===== config.mk =====
export PLATFORM = sky130hd
export DESIGN_NAME = csi_u_key_event_decoder_flat
export DESIGN_NICKNAME = d
export VERILOG_FILES = /design/src/sv/cekd_pkg.sv /design/src/sv/cekd_if.sv /design/src/sv/cekd_core.sv /design/src/sv/csi_u_key_event_decoder.sv /design/src/flat_wrapper.sv
export SDC_FILE = /design/constraint.sdc
export NUM_CORES = 1
export LEC_CHECK = 0
export BUFFER_PORTS_ARGS = -buffer_cell sky130_fd_sc_hd__clkbuf_2
export CAP_MARGIN = 10
export CORE_AREA = 2 2 153 155
export CTS_CLUSTER_SIZE = 25
export DETAILED_ROUTE_END_ITERATION = 10
export DIE_AREA = 0 0 155 157
export HOLD_SLACK_MARGIN = 0.1
export PLACE_DENSITY = 0.69
export SLEW_MARGIN = 10
export SYNTH_ARGS = -nofsm -noshare
export SYNTH_HDL_FRONTEND = slang
export SYNTH_SLANG_ARGS = --single-unit

===== constraint.sdc =====
create_clock -name i_clk -period 3.9 [get_ports i_clk]
set_input_delay 0.39 -clock i_clk [delete_from_list [all_inputs] [get_ports i_clk]]
set_output_delay 0.39 -clock i_clk [all_outputs]
set_load 0.01 [all_outputs]

===== src/sv/cekd_pkg.sv =====
package cekd_pkg;

    // Bytes with a fixed meaning in the terminal stream.
    localparam logic [7:0] C_ESC      = 8'h1b;
    localparam logic [7:0] C_LBRACKET = 8'h5b;
    localparam logic [7:0] C_FINAL_LO = 8'h40;
    localparam logic [7:0] C_FINAL_HI = 8'h7e;
    localparam logic [7:0] C_FINAL_U  = 8'h75;
    localparam logic [7:0] C_SEMI     = 8'h3b;
    localparam logic [7:0] C_COLON    = 8'h3a;
    localparam logic [7:0] C_DIGIT_LO = 8'h30;
    localparam logic [7:0] C_DIGIT_HI = 8'h39;

    // Event type of a plain press.
    localparam logic [7:0] C_PRESS = 8'd1;

    // Width in bits of the event type that a sequence may carry.
    localparam int C_EVENT_BITS = 8;

    // Output word queue.
    localparam int C_Q_DEPTH = 4;
    localparam int C_Q_AW    = 2;
    localparam int C_Q_CW    = 3;

    // Progress of a leading-digit scan.
    typedef enum logic [1:0] {
        SCAN_NONE,
        SCAN_RUN,
        SCAN_DONE,
        SCAN_BAD
    } t_scan_st;

endpackage


===== src/sv/cekd_if.sv =====
// Byte channel into the decoder.
interface cekd_byte_if;
    logic       valid;
    logic       ready;
    logic [7:0] data_byte;

    modport source (output valid, output data_byte, input ready);
    modport sink (input valid, input data_byte, output ready);
endinterface

// Key event channel out of the decoder.
interface cekd_event_if #(
    parameter int KEY_BITS = 21
);
    logic                valid;
    logic                ready;
    logic [KEY_BITS-1:0] key_code;
    logic [7:0]          event_kind;
    logic                last_of_run;

    modport source (output valid, output key_code, output event_kind,
                    output last_of_run, input ready);
    modport sink (input valid, input key_code, input event_kind,
                  input last_of_run, output ready);
endinterface


===== src/sv/cekd_core.sv =====
module cekd_core
    import cekd_pkg::*;
#(
    parameter int KEY_BITS = 21
) (
    input  logic                i_clk,
    input  logic                i_rst_n,
    input  logic                i_fire,
    input  logic [7:0]          i_byte,
    output logic [1:0]          o_n_ev,
    output logic [KEY_BITS-1:0] o_ev0_key,
    output logic [7:0]          o_ev0_kind,
    output logic                o_ev0_last,
    output logic [KEY_BITS-1:0] o_ev1_key
);

    localparam int MulW = KEY_BITS + 4;
    localparam int EvMulW = C_EVENT_BITS + 4;

    typedef enum logic [1:0] {
        PH_GROUND,
        PH_ESC,
        PH_BODY
    } t_phase;

    typedef enum logic [1:0] {
        FS_KEY,
        FS_SEMI,
        FS_EVENT
    } t_field;

    t_phase                   r_phase, n_phase;
    t_field                   r_field, n_field;
    t_scan_st                 r_key_st, n_key_st;
    t_scan_st                 r_ev_st, n_ev_st;
    logic [KEY_BITS-1:0]      r_key_acc, n_key_acc;
    logic [C_EVENT_BITS-1:0]  r_ev_acc, n_ev_acc;

    logic                     is_digit;
    logic [3:0]               dval;
    logic [MulW-1:0]          key_mul;
    logic [EvMulW-1:0]        ev_mul;
    logic                     key_ok;

    // Decimal step of both accumulators: acc * 10 + digit.
    assign is_digit = (i_byte >= C_DIGIT_LO) && (i_byte <= C_DIGIT_HI);
    assign dval     = i_byte[3:0];
    assign key_mul  = (MulW'(r_key_acc) << 3) + (MulW'(r_key_acc) << 1) + MulW'(dval);
    assign ev_mul   = (EvMulW'(r_ev_acc) << 3) + (EvMulW'(r_ev_acc) << 1) + EvMulW'(dval);

    // The second word of a byte is always a plain press of that byte.
    assign o_ev1_key = KEY_BITS'(i_byte);

    // Next state and the words that this byte gives.
    always_comb begin
        n_phase    = r_phase;
        n_field    = r_field;
        n_key_st   = r_key_st;
        n_ev_st    = r_ev_st;
        n_key_acc  = r_key_acc;
        n_ev_acc   = r_ev_acc;
        o_n_ev     = 2'd0;
        o_ev0_key  = KEY_BITS'(i_byte);
        o_ev0_kind = C_PRESS;
        o_ev0_last = 1'b1;
        key_ok     = 1'b0;

        case (r_phase)
            PH_ESC: begin
                if (i_byte == C_LBRACKET) begin
                    n_phase   = PH_BODY;
                    n_field   = FS_KEY;
                    n_key_st  = SCAN_NONE;
                    n_ev_st   = SCAN_NONE;
                    n_key_acc = '0;
                    n_ev_acc  = '0;
                end else if (i_byte == C_ESC) begin
                    o_n_ev    = 2'd1;
                    o_ev0_key = KEY_BITS'(C_ESC);
                end else begin
                    n_phase    = PH_GROUND;
                    o_n_ev     = 2'd2;
                    o_ev0_key  = KEY_BITS'(C_ESC);
                    o_ev0_last = 1'b0;
                end
            end

            PH_BODY: begin
                if ((i_byte >= C_FINAL_LO) && (i_byte <= C_FINAL_HI)) begin
                    // Final byte: only 'u' with a valid key, and a valid event type if one is given, gives a word.
                    n_phase    = PH_GROUND;
                    key_ok     = (r_key_st == SCAN_RUN) || (r_key_st == SCAN_DONE);
                    o_ev0_key  = r_key_acc;
                    if (r_field == FS_EVENT) begin
                        if ((r_ev_st == SCAN_RUN) || (r_ev_st == SCAN_DONE)) begin
                            o_ev0_kind = r_ev_acc;
                        end else begin
                            key_ok = 1'b0;
                        end
                    end
                    if ((i_byte == C_FINAL_U) && key_ok) begin
                        o_n_ev = 2'd1;
                    end
                end else begin
                    // Leading key digits.
                    case (r_key_st)
                        SCAN_NONE: begin
                            if (is_digit) begin
                                n_key_acc = KEY_BITS'(dval);
                                n_key_st  = SCAN_RUN;
                            end else begin
                                n_key_st = SCAN_BAD;
                            end
                        end
                        SCAN_RUN: begin
                            if (!is_digit) begin
                                n_key_st = SCAN_DONE;
                            end else if (key_mul[MulW-1:KEY_BITS] != '0) begin
                                n_key_st  = SCAN_BAD;
                                n_key_acc = '0;
                            end else begin
                                n_key_acc = key_mul[KEY_BITS-1:0];
                            end
                        end
                        default: begin
                        end
                    endcase

                    // Field position and the event digits.
                    case (r_field)
                        FS_KEY: begin
                            if (i_byte == C_SEMI) begin
                                n_field = FS_SEMI;
                            end
                        end
                        FS_SEMI: begin
                            if (i_byte == C_COLON) begin
                                n_field  = FS_EVENT;
                                n_ev_acc = '0;
                                n_ev_st  = SCAN_NONE;
                            end
                        end
                        default: begin
                            case (r_ev_st)
                                SCAN_NONE: begin
                                    if (is_digit) begin
                                        n_ev_acc = C_EVENT_BITS'(dval);
                                        n_ev_st  = SCAN_RUN;
                                    end else begin
                                        n_ev_st = SCAN_BAD;
                                    end
                                end
                                SCAN_RUN: begin
                                    if (!is_digit) begin
                                        n_ev_st = SCAN_DONE;
                                    end else if (ev_mul[EvMulW-1:C_EVENT_BITS] != '0) begin
                                        n_ev_st  = SCAN_BAD;
                                        n_ev_acc = '0;
                                    end else begin
                                        n_ev_acc = ev_mul[C_EVENT_BITS-1:0];
                                    end
                                end
                                default: begin
                                end
                            endcase
                        end
                    endcase
                end
            end

            default: begin
                // Ground: ESC waits, anything else is a press.
                n_phase = PH_GROUND;
                if (i_byte == C_ESC) begin
                    n_phase = PH_ESC;
                end else begin
                    o_n_ev = 2'd1;
                end
            end
        endcase
    end

    // Decoder state.
    always_ff @(posedge i_clk) begin
        if (!i_rst_n) begin
            r_phase   <= PH_GROUND;
            r_field   <= FS_KEY;
            r_key_st  <= SCAN_NONE;
            r_ev_st   <= SCAN_NONE;
            r_key_acc <= '0;
            r_ev_acc  <= '0;
        end else if (i_fire) begin
            r_phase   <= n_phase;
            r_field   <= n_field;
            r_key_st  <= n_key_st;
            r_ev_st   <= n_ev_st;
            r_key_acc <= n_key_acc;
            r_ev_acc  <= n_ev_acc;
        end
    end

endmodule


===== src/sv/csi_u_key_event_decoder.sv =====
// Decodes a terminal input byte stream into key event words, one byte per
// clock while the output queue has room for two words. A plain byte gives a
// press of that byte; ESC followed by a byte other than '[' or ESC gives a
// press of key 27 and then a press of that byte, so one byte can give two
// words; a second ESC gives a press of key 27 and is held as a new ESC; ESC
// '[' ... 'u' gives the decoded key code and event type, and any other or
// malformed sequence gives nothing. A byte that is taken sits in the input
// register and is decoded once the output queue has room for two words;
// its words are then written to the output queue, from which the first of
// them is offered. A new byte can be taken every clock while that room
// lasts; a byte that gives two words hands them out one after the other,
// and a four-word output queue takes up the difference. The
// key_code width of the event channel must match KEY_BITS.
module csi_u_key_event_decoder
    import cekd_pkg::*;
#(
    parameter int KEY_BITS = 21
) (
    input  logic              i_clk,
    input  logic              i_rst_n,
    cekd_byte_if.sink         i_byte_ch,
    cekd_event_if.source      o_event_ch
);

    logic                r_in_vld;
    logic [7:0]          r_in_byte;

    logic [KEY_BITS-1:0] r_q_key  [C_Q_DEPTH];
    logic [7:0]          r_q_kind [C_Q_DEPTH];
    logic                r_q_last [C_Q_DEPTH];
    logic [C_Q_AW-1:0]   r_wr_ptr, n_wr_ptr;
    logic [C_Q_AW-1:0]   r_rd_ptr, n_rd_ptr;
    logic [C_Q_CW-1:0]   r_q_count, n_q_count;

    logic                proc_fire;
    logic                pop;
    logic [1:0]          n_ev;
    logic [KEY_BITS-1:0] ev0_key;
    logic [7:0]          ev0_kind;
    logic                ev0_last;
    logic [KEY_BITS-1:0] ev1_key;
    logic [C_Q_AW-1:0]   wr_ptr_p1;

    // A byte is decoded once the queue has room for two words.
    assign proc_fire       = r_in_vld && (r_q_count <= C_Q_CW'(C_Q_DEPTH - 2));
    assign i_byte_ch.ready = !r_in_vld || proc_fire;
    assign pop             = o_event_ch.valid && o_event_ch.ready;
    assign wr_ptr_p1       = r_wr_ptr + C_Q_AW'(1);

    cekd_core #(
        .KEY_BITS (KEY_BITS)
    ) u_core (
        .i_clk      (i_clk),
        .i_rst_n    (i_rst_n),
        .i_fire     (proc_fire),
        .i_byte     (r_in_byte),
        .o_n_ev     (n_ev),
        .o_ev0_key  (ev0_key),
        .o_ev0_kind (ev0_kind),
        .o_ev0_last (ev0_last),
        .o_ev1_key  (ev1_key)
    );

    // Input register.
    always_ff @(posedge i_clk) begin
        if (!i_rst_n) begin
            r_in_vld <= 1'b0;
        end else if (i_byte_ch.ready) begin
            r_in_vld <= i_byte_ch.valid;
        end
    end

    always_ff @(posedge i_clk) begin
        if (i_byte_ch.valid && i_byte_ch.ready) begin
            r_in_byte <= i_byte_ch.data_byte;
        end
    end

    // Queue pointers and fill level.
    always_comb begin
        n_wr_ptr  = r_wr_ptr;
        n_rd_ptr  = r_rd_ptr;
        n_q_count = r_q_count;
        if (proc_fire) begin
            n_wr_ptr  = r_wr_ptr + C_Q_AW'(n_ev);
            n_q_count = n_q_count + C_Q_CW'(n_ev);
        end
        if (pop) begin
            n_rd_ptr  = r_rd_ptr + C_Q_AW'(1);
            n_q_count = n_q_count - C_Q_CW'(1);
        end
    end

    always_ff @(posedge i_clk) begin
        if (!i_rst_n) begin
            r_wr_ptr  <= '0;
            r_rd_ptr  <= '0;
            r_q_count <= '0;
        end else begin
            r_wr_ptr  <= n_wr_ptr;
            r_rd_ptr  <= n_rd_ptr;
            r_q_count <= n_q_count;
        end
    end

    // Queue storage: the first word at the write pointer, a second one after it.
    always_ff @(posedge i_clk) begin
        if (proc_fire && (n_ev != 2'd0)) begin
            r_q_key[r_wr_ptr]  <= ev0_key;
            r_q_kind[r_wr_ptr] <= ev0_kind;
            r_q_last[r_wr_ptr] <= ev0_last;
        end
        if (proc_fire && (n_ev == 2'd2)) begin
            r_q_key[wr_ptr_p1]  <= ev1_key;
            r_q_kind[wr_ptr_p1] <= C_PRESS;
            r_q_last[wr_ptr_p1] <= 1'b1;
        end
    end

    // Output word.
    assign o_event_ch.valid       = (r_q_count != '0);
    assign o_event_ch.key_code    = r_q_key[r_rd_ptr];
    assign o_event_ch.event_kind  = r_q_kind[r_rd_ptr];
    assign o_event_ch.last_of_run = r_q_last[r_rd_ptr];

endmodule


===== src/flat_wrapper.sv =====
// flat-port wrapper written by rule: the top's interface ports become plain ports
module csi_u_key_event_decoder_flat import cekd_pkg::*;
#(
    parameter int KEY_BITS = 21
)
  (i_clk, i_rst_n, i_byte_ch_valid, i_byte_ch_data_byte, i_byte_ch_ready, o_event_ch_valid, o_event_ch_key_code, o_event_ch_event_kind, o_event_ch_last_of_run, o_event_ch_ready);
  cekd_byte_if i_byte_ch_i ();
  cekd_event_if #(.KEY_BITS(KEY_BITS)) o_event_ch_i ();
  input  logic i_clk;
  input  logic i_rst_n;
  input wire logic [$bits(i_byte_ch_i.valid)-1:0] i_byte_ch_valid;
  input wire logic [$bits(i_byte_ch_i.data_byte)-1:0] i_byte_ch_data_byte;
  output wire logic [$bits(i_byte_ch_i.ready)-1:0] i_byte_ch_ready;
  output wire logic [$bits(o_event_ch_i.valid)-1:0] o_event_ch_valid;
  output wire logic [$bits(o_event_ch_i.key_code)-1:0] o_event_ch_key_code;
  output wire logic [$bits(o_event_ch_i.event_kind)-1:0] o_event_ch_event_kind;
  output wire logic [$bits(o_event_ch_i.last_of_run)-1:0] o_event_ch_last_of_run;
  input wire logic [$bits(o_event_ch_i.ready)-1:0] o_event_ch_ready;
  assign i_byte_ch_i.valid = i_byte_ch_valid;
  assign i_byte_ch_i.data_byte = i_byte_ch_data_byte;
  assign i_byte_ch_ready = i_byte_ch_i.ready;
  assign o_event_ch_valid = o_event_ch_i.valid;
  assign o_event_ch_key_code = o_event_ch_i.key_code;
  assign o_event_ch_event_kind = o_event_ch_i.event_kind;
  assign o_event_ch_last_of_run = o_event_ch_i.last_of_run;
  assign o_event_ch_i.ready = o_event_ch_ready;
  csi_u_key_event_decoder #(.KEY_BITS(KEY_BITS)) u_core (.i_clk(i_clk), .i_rst_n(i_rst_n), .i_byte_ch(i_byte_ch_i), .o_event_ch(o_event_ch_i));
endmodule

==> impl_results.md <==
- Drt via density: 5.817
- Routed length per instance: 17.96 um
- Ys flop type: dfxtp_1
- Hold-fix buffers at CTS: 0
- Antenna Nets Post-Route: 0
- H-tree depth: 4
- Inserted Diodes: 0
- Max-Cap Viols: 0
- Worst rel slew slack: 24.70%
- Sink Count: 175
- Row count: 55
- Full die area: 24340 sq um
- Final hold vios: 0
- Global-route wire length before repair: 41260 um
- Fin crit share: 91.36%
- Leakage power total: 4.320 nW
- Number of synthesized flops with an enable pin: 40
- Fmax: 280.7 MHz
- Area delta synth->final: 11.00%
- Worst setup EP type: flop
- Design Power: 4.478 mW
- Antenna violations before repair: 0
- CP max stage delay: 530 ps
- Yosys reg bits: 175
- Period minus WS final: 3563 ps
- Maximum vdd drop: 0.0003036 V
- Setup crit end: u_core.u_core.r_key_st[0]
- Synth area leader: dfxtp_1
- Core Area: 22500 sq um
- Nets@finish: 1195
- Most common cell after layout, fill and taps aside: nand2_1
- DIE HEIGHT: 157 um
- 1st-iter DRT viols: 544
- Clock Path Buffers: 2
- Worst path cell trace: inv_1 > fa_1 > fa_1 > and2b_1 > o2111ai_1 > a2111oi_2 > nor2_1 > o41ai_2 > o221ai_2 > buf_12 > o31a_1
- Root Driver: clkbuf_16
- Mapped Cells: 1088
- GRT Overall Usage: 21.44%
- Die width: 155 um
- Final instance area: 11120 sq um
- # setup viols final: 0
- CTS tree: done
- P per Cell Area: 402.7 nW/um^2
- Worst Skew: 10.06 ps
- Final Routed Wirelength: 25320 um
- Most frequent cells in the layout: nand2_1 (203), dfxtp_1 (134), a21oi_1 (91)
- Post-synth net total: 1170
- Crit path max fanout: 23
- Pre-CTS setup slack: 269.4 ps
- Crit-path most repeated cell: fa_1
- Worst-skew pair later-pin latency: 440 ps
- Drt pass-1 iters: 5
- Required @ worst endpoint: 4230 ps
- Average cell area after synthesis: 9.207 sq um
- Final Max Tran Viols: 0
- I/O pins: 44
- Worst r2r src: u_core.u_core.r_key_acc[0]
- Largest net degree at the start of global routing: 27
- # DRC: 0
- CTS Buf Count: 17
- Post-Syn Area: 10020 sq um
- Fraction of layout cells with a size suffix above 1: 14.40%
- Vias post-DR: 8202
- Sequential element share of the synthesized area: 38.97%
- Initial Utilization: 44.51%
- CP Launch Type: flop
- Dpl hpwl: 18050 um
- WP data arrival: 3890 ps
- Fillers: 2092
- Total negative slack: 0 ps
- Reg2Reg Capture Point: u_core.u_core.r_key_st[0]
- CP max stage cell: fa_1
- Worst hold-check path type: input pin to flop
- GP Congestion: 0.8933
- FFs w/ async S/R, synth: 0%
- RSZ-0062 raised after global routing: false
- Top-area cell type share of the netlist area: 26.98%
- Status: finished clean
- Vias in the first global route: 7726
- Syn. warnings: 0
- Setup ws final: 337.0 ps
- Worst reg2reg path depth: 11
- Grt total ovfl: 0
- Netlist cell types: 83
- Dpl cell area: 10540 sq um
- Slew @ Worst Pin: 1127 ps
- Port-buffer cells: 43
- R2R Setup Slk: 340 ps
- Setup Crit Path Kind: flop to flop
- Worst Setup SP: u_core.u_core.r_key_acc[0]
- Clock slew at reported path FFs: 70 ps
- Synth top area cells: dfxtp_1 (27%), edfxtp_1 (12%), ha_1 (8.1%), nand2_1 (7.6%), mux4_2 (6.7%)
[worst min-delay path by stage]
stage,endpoint,cells past startpoint,slack (ps),startpoint
floorplan,u_core.r_q_last[1],2,430,u_core.r_q_last[1]
global placement,u_core.r_q_key[1][19],2,440,u_core.r_q_key[1][19]
detailed placement,u_core.r_q_kind[3][5],2,440,u_core.r_q_kind[3][5]
CTS,u_core.r_in_byte[6],1,120,i_byte_ch_data_byte[6]
global route,u_core.r_in_byte[6],1,120,i_byte_ch_data_byte[6]
finish,u_core.r_in_byte[6],1,130,i_byte_ch_data_byte[6]
[metal layers]
| layer | track usage (%) | part of all wire [%] |
|---|---|---|
| met3 | 3.524 | 5.3 |
| met4 | 6.041 | 1.5 |
| met2 | 36.36 | 48 |
| met1 | 28.39 | 45 |
| met5 | 0 | 0.091 |
[cell type report]
class,instances,area [sq um],area share [%]
clock inverter,11,103.9,0.9340
inverter,38,142.6,1.283
tap,285,356.6,3.207
timing repair buffer,76,475.5,4.276
clock buffer,20,466.7,4.197
multi-input combinational,805,5669,50.98
sequential,175,3905,35.12
[timing repair]
action	CTS	global route
resized for setup	0	1
buffers inserted	0	0
setup endpoints to repair	0	9
[worst max-delay path: cells and delay by family (launching register included)]
family,cells,cell delay (ps)
and+or+nand+nor,2,390
buffers and inverters,2,270
DFF,1,390
adders and majority gates,2,1000
AOI/OAI and AO/OA,5,1410
[synth_stat cells, types with 6 or more instances]
library cell	count
o22ai_1	7
nand3b_1	7
xnor2_1	14
buf_2	25
nand2b_1	9
a21o_1	9
nor3_1	8
or3_1	7
nand2_1	203
and2_1	28
mux4_2	30
a21oi_1	91
xor2_1	6
o21ai_0	52
dfxtp_1	135
mux2i_1	24
nand3_1	16
clkbuf_1	35
inv_1	38
edfxtp_1	40
ha_1	65
nor2_1	60
a22o_1	30
nand4_1	6
nor2b_1	8
o31ai_1	12
[through the flow]
step                hold WS (ps)  utilization, %  std cells
floorplan                  431.7               -       1088
global placement           439.3           46.86       1379
detailed placement         444.7           46.86       1379
CTS                        123.6           49.39       1410
global route               119.8           49.41       1410
finish                     130.9           49.41       1410
[logic make-up (layout without fill, tap and decap cells)]
family                     Yosys count  count (layout)  synth area share, %
xor gates and xnor gates            20              20                1.749
adders and majority gates           70              70                9.118
and+or+nand+nor                    387             387                18.00
AOI/OAI and AO/OA                  273             273                18.26
DFF                                175             175                38.97
muxes                               55              55                9.256
buffers and inverters              108             145                4.647
[registers in the layout (all words and copies together), names as in the netlist, named ones only]
register	cells
u_core.u_core.r_field	2
u_core.u_core.r_ev_st	2
u_core.r_q_key	84
u_core.r_wr_ptr	2
u_core.u_core.r_phase	2
u_core.r_rd_ptr	2
u_core.u_core.r_ev_acc	8
u_core.r_in_vld	1
u_core.r_q_kind	32
u_core.r_in_byte	8
u_core.r_q_last	4
u_core.u_core.r_key_st	2
u_core.u_core.r_key_acc	21
u_core.r_q_count	3
[report_power, final]
group          leakage, nW  internal, mW  switching, mW
clock network        0.288         0.933          0.728
logic                 2.54         0.339          0.394
registers             1.49          1.95          0.134
(Power assumes the default switching activity.)
